`src/hw/rtl/rwpf_pkg.sv`:
```
`default_nettype none

package rwpf_pkg;

  localparam logic [31:0] CrcPoly = 32'h04C1_1DB7;

  // configuration register indexes
  typedef enum logic [2:0] {
    CFG_SEED   = 3'd0,
    CFG_START  = 3'd1,
    CFG_HEADER = 3'd2,
    CFG_END    = 3'd3,
    CFG_VER    = 3'd4
  } cfg_idx_e;

  // word slot within one item's share of the packet
  typedef enum logic [7:0] {
    PH_START = 8'b0000_0001,
    PH_LEN   = 8'b0000_0010,
    PH_VER   = 8'b0000_0100,
    PH_HDR   = 8'b0000_1000,
    PH_EVEN  = 8'b0001_0000,
    PH_ODD   = 8'b0010_0000,
    PH_END   = 8'b0100_0000,
    PH_CRC   = 8'b1000_0000
  } phase_e;

  // one 32-bit word into the augmented crc, msb first (xor network)
  function automatic logic [31:0] crc_feed(input logic [31:0] crc, input logic [31:0] w);
    logic [31:0] c;
    logic        top;
    c = crc;
    for (int i = 31; i >= 0; i--) begin
      top = c[31];
      c   = {c[30:0], w[i]};
      if (top) begin
        c = c ^ CrcPoly;
      end
    end
    return c;
  endfunction

  // per-byte xor parity, bit i for byte i
  function automatic logic [3:0] byte_par(input logic [31:0] w);
    logic [3:0] p;
    for (int b = 0; b < 4; b++) begin
      p[b] = ^w[8*b +: 8];
    end
    return p;
  endfunction

endpackage

`default_nettype wire

```
`src/hw/rtl/register_write_packet_framer.sv`:
```
`default_nettype none

// an item's words go through the item register and then the single 32-bit
// output word register; each pair sends its even and odd words, the first
//   pair of a packet also start, length, version and header, the last end and crc
// reset: asynchronous, active low; clears config registers, pair count, crc
//   and all valid flags
module register_write_packet_framer #(
  parameter int MAX_PAIRS = 128
) (
  input  wire logic        clk_i,
  input  wire logic        rst_ni,
  // config write channel
  input  wire logic        cfg_valid_i,
  output logic             cfg_ready_o,
  input  wire logic [2:0]  cfg_index_i,
  input  wire logic [31:0] cfg_data_i,
  // input items
  input  wire logic        in_valid_i,
  output logic             in_stall_o,
  input  wire logic [7:0]  pair_count_i,
  input  wire logic [31:0] even_word_i,
  input  wire logic [31:0] odd_word_i,
  // packet words
  output logic             out_valid_o,
  input  wire logic        out_stall_i,
  output logic [31:0]      packet_word_o,
  output logic             last_word_o
);
  import rwpf_pkg::*;

  // config registers
  logic [31:0] seed_q, start_q, header_q, end_q, ver_q;

  // pairs still expected in the open packet, zero when none is open
  logic [7:0]  pairs_left_q, pairs_left_d;
  logic [31:0] crc_q, crc_d;

  // item register: the item whose words are being sent
  logic        cur_valid_q;
  phase_e      phase_q, phase_d;
  logic        cur_last_q;
  logic [9:0]  cur_len_q;
  logic [31:0] cur_even_q, cur_odd_q;

  // output word register
  logic        out_valid_q;
  logic [31:0] out_word_q;
  logic        out_last_q;

  logic        adv, done_now, in_acc;
  logic [7:0]  pc_sat, pl_eff;
  logic        open_pkt;
  logic [31:0] odd_x, word_sel;

  assign cfg_ready_o = 1'b1;

  always_ff @(posedge clk_i or negedge rst_ni) begin
    if (!rst_ni) begin
      seed_q   <= '0;
      start_q  <= '0;
      header_q <= '0;
      end_q    <= '0;
      ver_q    <= '0;
    end else if (cfg_valid_i) begin
      unique case (cfg_index_i)
        CFG_SEED:   seed_q   <= cfg_data_i;
        CFG_START:  start_q  <= cfg_data_i;
        CFG_HEADER: header_q <= cfg_data_i;
        CFG_END:    end_q    <= cfg_data_i;
        CFG_VER:    ver_q    <= cfg_data_i;
        default:    ;
      endcase
    end
  end

  // a word moves to the output register whenever that register is free
  assign adv      = cur_valid_q && (!out_valid_q || !out_stall_i);
  // item finishes with its odd word, or with the crc when it closes the packet
  assign done_now = adv && ((phase_q == PH_ODD && !cur_last_q) || phase_q == PH_CRC);
  // next item may enter in the cycle the current one sends its final word
  assign in_stall_o = cur_valid_q && !done_now;
  assign in_acc     = in_valid_i && !in_stall_o;

  // pair count: zero means one pair, saturate at MAX_PAIRS
  always_comb begin
    pc_sat = (pair_count_i == 8'd0) ? 8'd1 : pair_count_i;
    if (int'(pc_sat) > MAX_PAIRS) begin
      pc_sat = 8'(MAX_PAIRS);
    end
  end

  assign open_pkt     = (pairs_left_q == 8'd0);
  assign pl_eff       = open_pkt ? pc_sat : pairs_left_q;
  assign pairs_left_d = in_acc ? (pl_eff - 8'd1) : pairs_left_q;

  assign odd_x = cur_odd_q | {byte_par(cur_odd_q), byte_par(cur_even_q), 24'd0};

  // word for the current slot and the crc it leaves behind
  always_comb begin
    word_sel = '0;
    crc_d    = crc_q;
    phase_d  = phase_q;
    unique case (phase_q)
      PH_START: begin
        word_sel = start_q;
        phase_d  = PH_LEN;
      end
      PH_LEN: begin
        word_sel = {22'd0, cur_len_q};
        phase_d  = PH_VER;
      end
      PH_VER: begin
        word_sel = ver_q;
        crc_d    = crc_feed(seed_q, ver_q);
        phase_d  = PH_HDR;
      end
      PH_HDR: begin
        word_sel = header_q;
        crc_d    = crc_feed(crc_q, header_q);
        phase_d  = PH_EVEN;
      end
      PH_EVEN: begin
        word_sel = cur_even_q;
        crc_d    = crc_feed(crc_q, cur_even_q);
        phase_d  = PH_ODD;
      end
      PH_ODD: begin
        word_sel = odd_x;
        crc_d    = crc_feed(crc_q, odd_x);
        phase_d  = PH_END;
      end
      PH_END: begin
        word_sel = end_q;
        phase_d  = PH_CRC;
      end
      PH_CRC: begin
        // finalize: push 32 zero bits through
        word_sel = crc_feed(crc_q, 32'd0);
        phase_d  = PH_START;
      end
      default: begin
        word_sel = '0;
        phase_d  = PH_START;
      end
    endcase
  end

  // control state
  always_ff @(posedge clk_i or negedge rst_ni) begin
    if (!rst_ni) begin
      cur_valid_q  <= 1'b0;
      phase_q      <= PH_START;
      pairs_left_q <= '0;
      crc_q        <= '0;
      out_valid_q  <= 1'b0;
    end else begin
      pairs_left_q <= pairs_left_d;
      if (adv) begin
        crc_q <= crc_d;
      end
      if (in_acc) begin
        cur_valid_q <= 1'b1;
        phase_q     <= open_pkt ? PH_START : PH_EVEN;
      end else if (done_now) begin
        cur_valid_q <= 1'b0;
      end else if (adv) begin
        phase_q <= phase_d;
      end
      if (adv) begin
        out_valid_q <= 1'b1;
      end else if (!out_stall_i) begin
        out_valid_q <= 1'b0;
      end
    end
  end

  // payload registers
  always_ff @(posedge clk_i) begin
    if (in_acc) begin
      cur_even_q <= even_word_i;
      cur_odd_q  <= odd_word_i;
      cur_last_q <= (pl_eff == 8'd1);
      cur_len_q  <= {1'b0, pc_sat, 1'b0} + 10'd5;
    end
    if (adv) begin
      out_word_q <= word_sel;
      out_last_q <= (phase_q == PH_CRC);
    end
  end

  assign out_valid_o   = out_valid_q;
  assign packet_word_o = out_word_q;
  assign last_word_o   = out_last_q;

`ifndef SYNTHESIS
  a_phase_onehot: assert property (@(posedge clk_i) disable iff (!rst_ni)
    $onehot(phase_q))
    else $error("slot code not one-hot");

  a_idle_no_stall: assert property (@(posedge clk_i) disable iff (!rst_ni)
    !cur_valid_q |-> !in_stall_o)
    else $error("input stalled with no item in flight");

  a_open_starts: assert property (@(posedge clk_i) disable iff (!rst_ni)
    (in_acc && pairs_left_q == 8'd0) |=> (cur_valid_q && phase_q == PH_START))
    else $error("new packet did not begin with the start word");

  a_crc_only_last: assert property (@(posedge clk_i) disable iff (!rst_ni)
    (adv && (phase_q == PH_END || phase_q == PH_CRC)) |-> cur_last_q)
    else $error("packet trailer sent for a pair that does not close it");

  a_close_zero: assert property (@(posedge clk_i) disable iff (!rst_ni)
    (in_acc && pl_eff == 8'd1) |=> (pairs_left_q == 8'd0))
    else $error("closing pair left the packet open");
`endif

endmodule

`default_nettype wire

```
`config.mk`:
```
export PLATFORM = sky130hd
export DESIGN_NAME = register_write_packet_framer
export DESIGN_NICKNAME = d
export VERILOG_FILES = /design/src/hw/rtl/rwpf_pkg.sv /design/src/hw/rtl/register_write_packet_framer.sv
export SDC_FILE = /design/constraint.sdc
export NUM_CORES = 1
export LEC_CHECK = 0
export BUFFER_PORTS_ARGS = -buffer_cell sky130_fd_sc_hd__buf_4
export CAP_MARGIN = 20
export CORE_MARGIN = 8
export CORE_UTILIZATION = 30
export DETAILED_ROUTE_END_ITERATION = 10
export SETUP_SLACK_MARGIN = 0.1
export SYNTH_ARGS = -nofsm -noshare
export SYNTH_HDL_FRONTEND = slang
export SYNTH_SLANG_ARGS = --single-unit
```
`constraint.sdc`:
```
create_clock -name clk_i -period 4.87 [get_ports clk_i]
set_input_delay 0.974 -clock clk_i [delete_from_list [all_inputs] [get_ports clk_i]]
set_output_delay 0.974 -clock clk_i [all_outputs]
set_load 0.005 [all_outputs]
```
==> flow_summary.yaml <==
outcome:
  status: "completed"
placed_design:
  io_buffer_count: 146
  place_congestion: 0.9583
  dp_hpwl_um: 57140
  postPlaceCellArea_um2: 22890
detailed_routing:
  drt-pass1-iter-count: 8
  wl_um: 74780
  remaining_drc_errors: 0
  vias: 14320
  wl_per_cell_um: 27.28
  drt_iter0_drc: 1526
  ant_nets: 0
  routed_via_density: 5.224
sta:
  fin_crit_ns: 4.588
  drv_slew: 0
  fmax_mhz: 217.9
  tightestPinTransition_ns: 1.144
  final-setup-viol-count: 0
  finalSetupTns_ns: 0
  slew_headroom_pct: 23.75
  post-route-period-util_pct: 94.21
  skew_ns: 0.03574
  rsz0062_at_grt: "no"
  finalHoldViolations: 0
floorplanning:
  core_area_um2: 68230
  initial_utilization_pct: 30.09
  dieArea_um2: 77050
  rows: 96
  io_pins: 148
  fp.dieH_um: 277.6
  die_w_um: 277.6
clocking:
  root_buffer: "clkbuf_16"
  cts_max_path_buffers: 3
  h-tree-depth: 2
  clk_pin_slew_ns: 0.07
  numCtsBuffers: 38
  postCtsSetupBuffers: 0
  clock_sink_count: 317
  cts_tree: "built"
  clkLatencyLatePin_ns: 0.58
setup_path:
  r2r_slack_ns: 0.28
  worstPathMaxFanout: 9
  crit_arrival_ns: 5.01
  crit_type: "reg2reg"
  r2r_cells: 11
  critPathCaptureType: "register"
  r2r-start: "crc_q[27]"
  timing.critical_path.required_ns: 5.29
  start_kind: "register"
  rr_endpoint: "crc_q[29]"
global_routing:
  busiest_layer: "met2"
  grt_pass1_vias: 14800
  grt_use_met1_pct: 25.36
  grt_use_met3_pct: 2.664
  grt_max_degree: 78
  track_usage_pct: 18.84
  met2_usage_pct: 30.82
  antenna_found_initial: 1
  overflow: 0
  grt_pass1_wl_um: 107800
final_layout:
  drive_gt1_share_pct: 25.94
  fin_area_um2: 24170
  final_util_pct: 35.43
  nets: 1944
  areaGrowthSynthToFinish_pct: 17.75
  fill_cells: 6670
synth:
  synth-main-ff-cell: "dfrtp_1"
  synth_top_area_cell: "dfrtp_1"
  synth_cell_types: 65
  yosysSeqAreaShare_pct: 41.26
  synth-edff-count: 107
  syn_area_per_cell_um2: 12.26
  synthArstFlopShare_pct: 66.25
  syn-num-nets: 1790
  netlist_instances: 1675
  syn-cell-area_um2: 20530
  yosysWarningCount: 0
  synth_top_area_share_pct: 25.48
  yosysMostFrequentCell: "xnor2_1"
  synth_seq_cells: 317
  yosys-top-cells-count: "xnor2_1 (362), dfrtp_1 (209), mux2_2 (161), xor2_1 (129), edfxtp_1 (107)"
  ys_top_cells_by_area: "dfrtp_1 (25%), edfxtp_1 (16%), xnor2_1 (15%)"
min_path:
  hold_path.class: "in2async"
run:
  max_cap_viol_count: 0
-- timing repair --
action,in CTS,in global routing
gates resized for setup,0,1
endpoints found under the setup margin,0,1
hold buffers,0,0
-- layout make-up --
class	count	area, µm²	area share, %
clock buffers	57	1135	4.695
diodes	1	2.502	0.01035
well taps	882	1104	4.565
flip-flops and latches	317	8469	35.04
multi-input cells	1262	11750	48.62
inverters	7	27.53	0.1139
repair buffers	203	1563	6.465
clock inverters	12	118.9	0.4917
-- state kept, by name, indices dropped and copies added, names as in the netlist --
name / flops
start_q: 32
header_q: 32
cur_last_q: 1
phase_q: 8
out_valid_o: 1
cur_even_q: 32
last_word_o: 1
seed_q: 32
pairs_left_q: 8
packet_word_o: 32
end_q: 32
crc_q: 32
cur_len_q: 9
cur_valid_q: 1
ver_q: 32
cur_odd_q: 32
-- cell families (layout without fill, tap and decap cells) --
logic type               after synthesis  after routing  share of synthesized area [%]
adder cells (fa/ha/maj)                3              3                         0.1829
AND/OR/NAND/NOR                      232            232                          5.138
buffers and inverters                 96            279                          1.969
XOR/XNOR                             609            609                          33.51
AO/OA/AOI/OAI                        244            244                          8.539
multiplexers                         172            172                          9.368
flip-flops                           317            317                          41.26
other                                  2              3                        0.03658
-- how the worst max path moves through the flow --
stage | from | depth (start not counted) | end | slack (ns)
2_1_floorplan | phase_q[7] | 12 | pairs_left_q[4] | 0.16
3_3_place_gp | crc_q[27] | 10 | crc_q[23] | 0.36
3_5_place_dp | crc_q[27] | 10 | crc_q[23] | 0.32
4_1_cts | crc_q[27] | 10 | crc_q[23] | 0.28
5_1_grt | crc_q[28] | 9 | crc_q[5] | 0.15
6_report | crc_q[27] | 11 | crc_q[29] | 0.28
-- layer usage --
layer | wire length [µm] | up-vias
li1 | - | 6292
met1 | 32590 | 7320
met2 | 35240 | 598
met3 | 4398 | 109
met4 | 2552 | 0
met5 | 0 | -
-- cells in the final DEF (no fill, tap or decap), drive strengths merged, types with 5 or more instances in the layout --
cell type	Yosys	routed
clkbuf	65	58
edfxtp	107	107
mux2	161	161
a21oi	43	43
a22oi	14	14
and2	5	5
mux2i	11	11
o21ai	48	48
xnor2	384	384
xor3	16	16
o211ai	8	8
o22ai	24	24
a31oi	8	8
xor2	137	137
a222oi	48	48
clkinv	0	6
a221oi	11	11
nor2	66	66
a22o	6	6
nand4	9	9
inv	7	9
nor2b	5	5
dfrtp	209	209
nand3	15	15
buf	24	202
nand2	91	91
nor3	14	14
xnor3	72	72
o211a	8	8
-- worst max-delay path: stages (launching register included) --
cell and delay [ns]:
dfrtp_1 0.69, xor3_2 0.50, xor2_2 0.36, xnor3_2 0.58
xnor2_1 0.52, xnor2_1 0.18, xnor2_1 0.43, buf_4 0.23
xor2_1 0.13, o21ai_0 0.08, a221oi_1 0.63, nor2_1 0.09
-- per-stage QoR --
stage / hold WS (ns) / worst slack, ns / cells
after floorplan: 0.4475 / 0.1580 / 1675
after global placement: 0.4698 / 0.3595 / 2670
after detailed placement: 0.4804 / 0.3217 / 2670
after CTS: 0.3511 / 0.2841 / 2739
after global routing: 0.3605 / 0.1466 / 2740
final: 0.3386 / 0.2818 / 2741
Power is left out: the tool's default activity adds up to more than one toggle a clock period on the data nets, which glitch-free logic cannot reach.
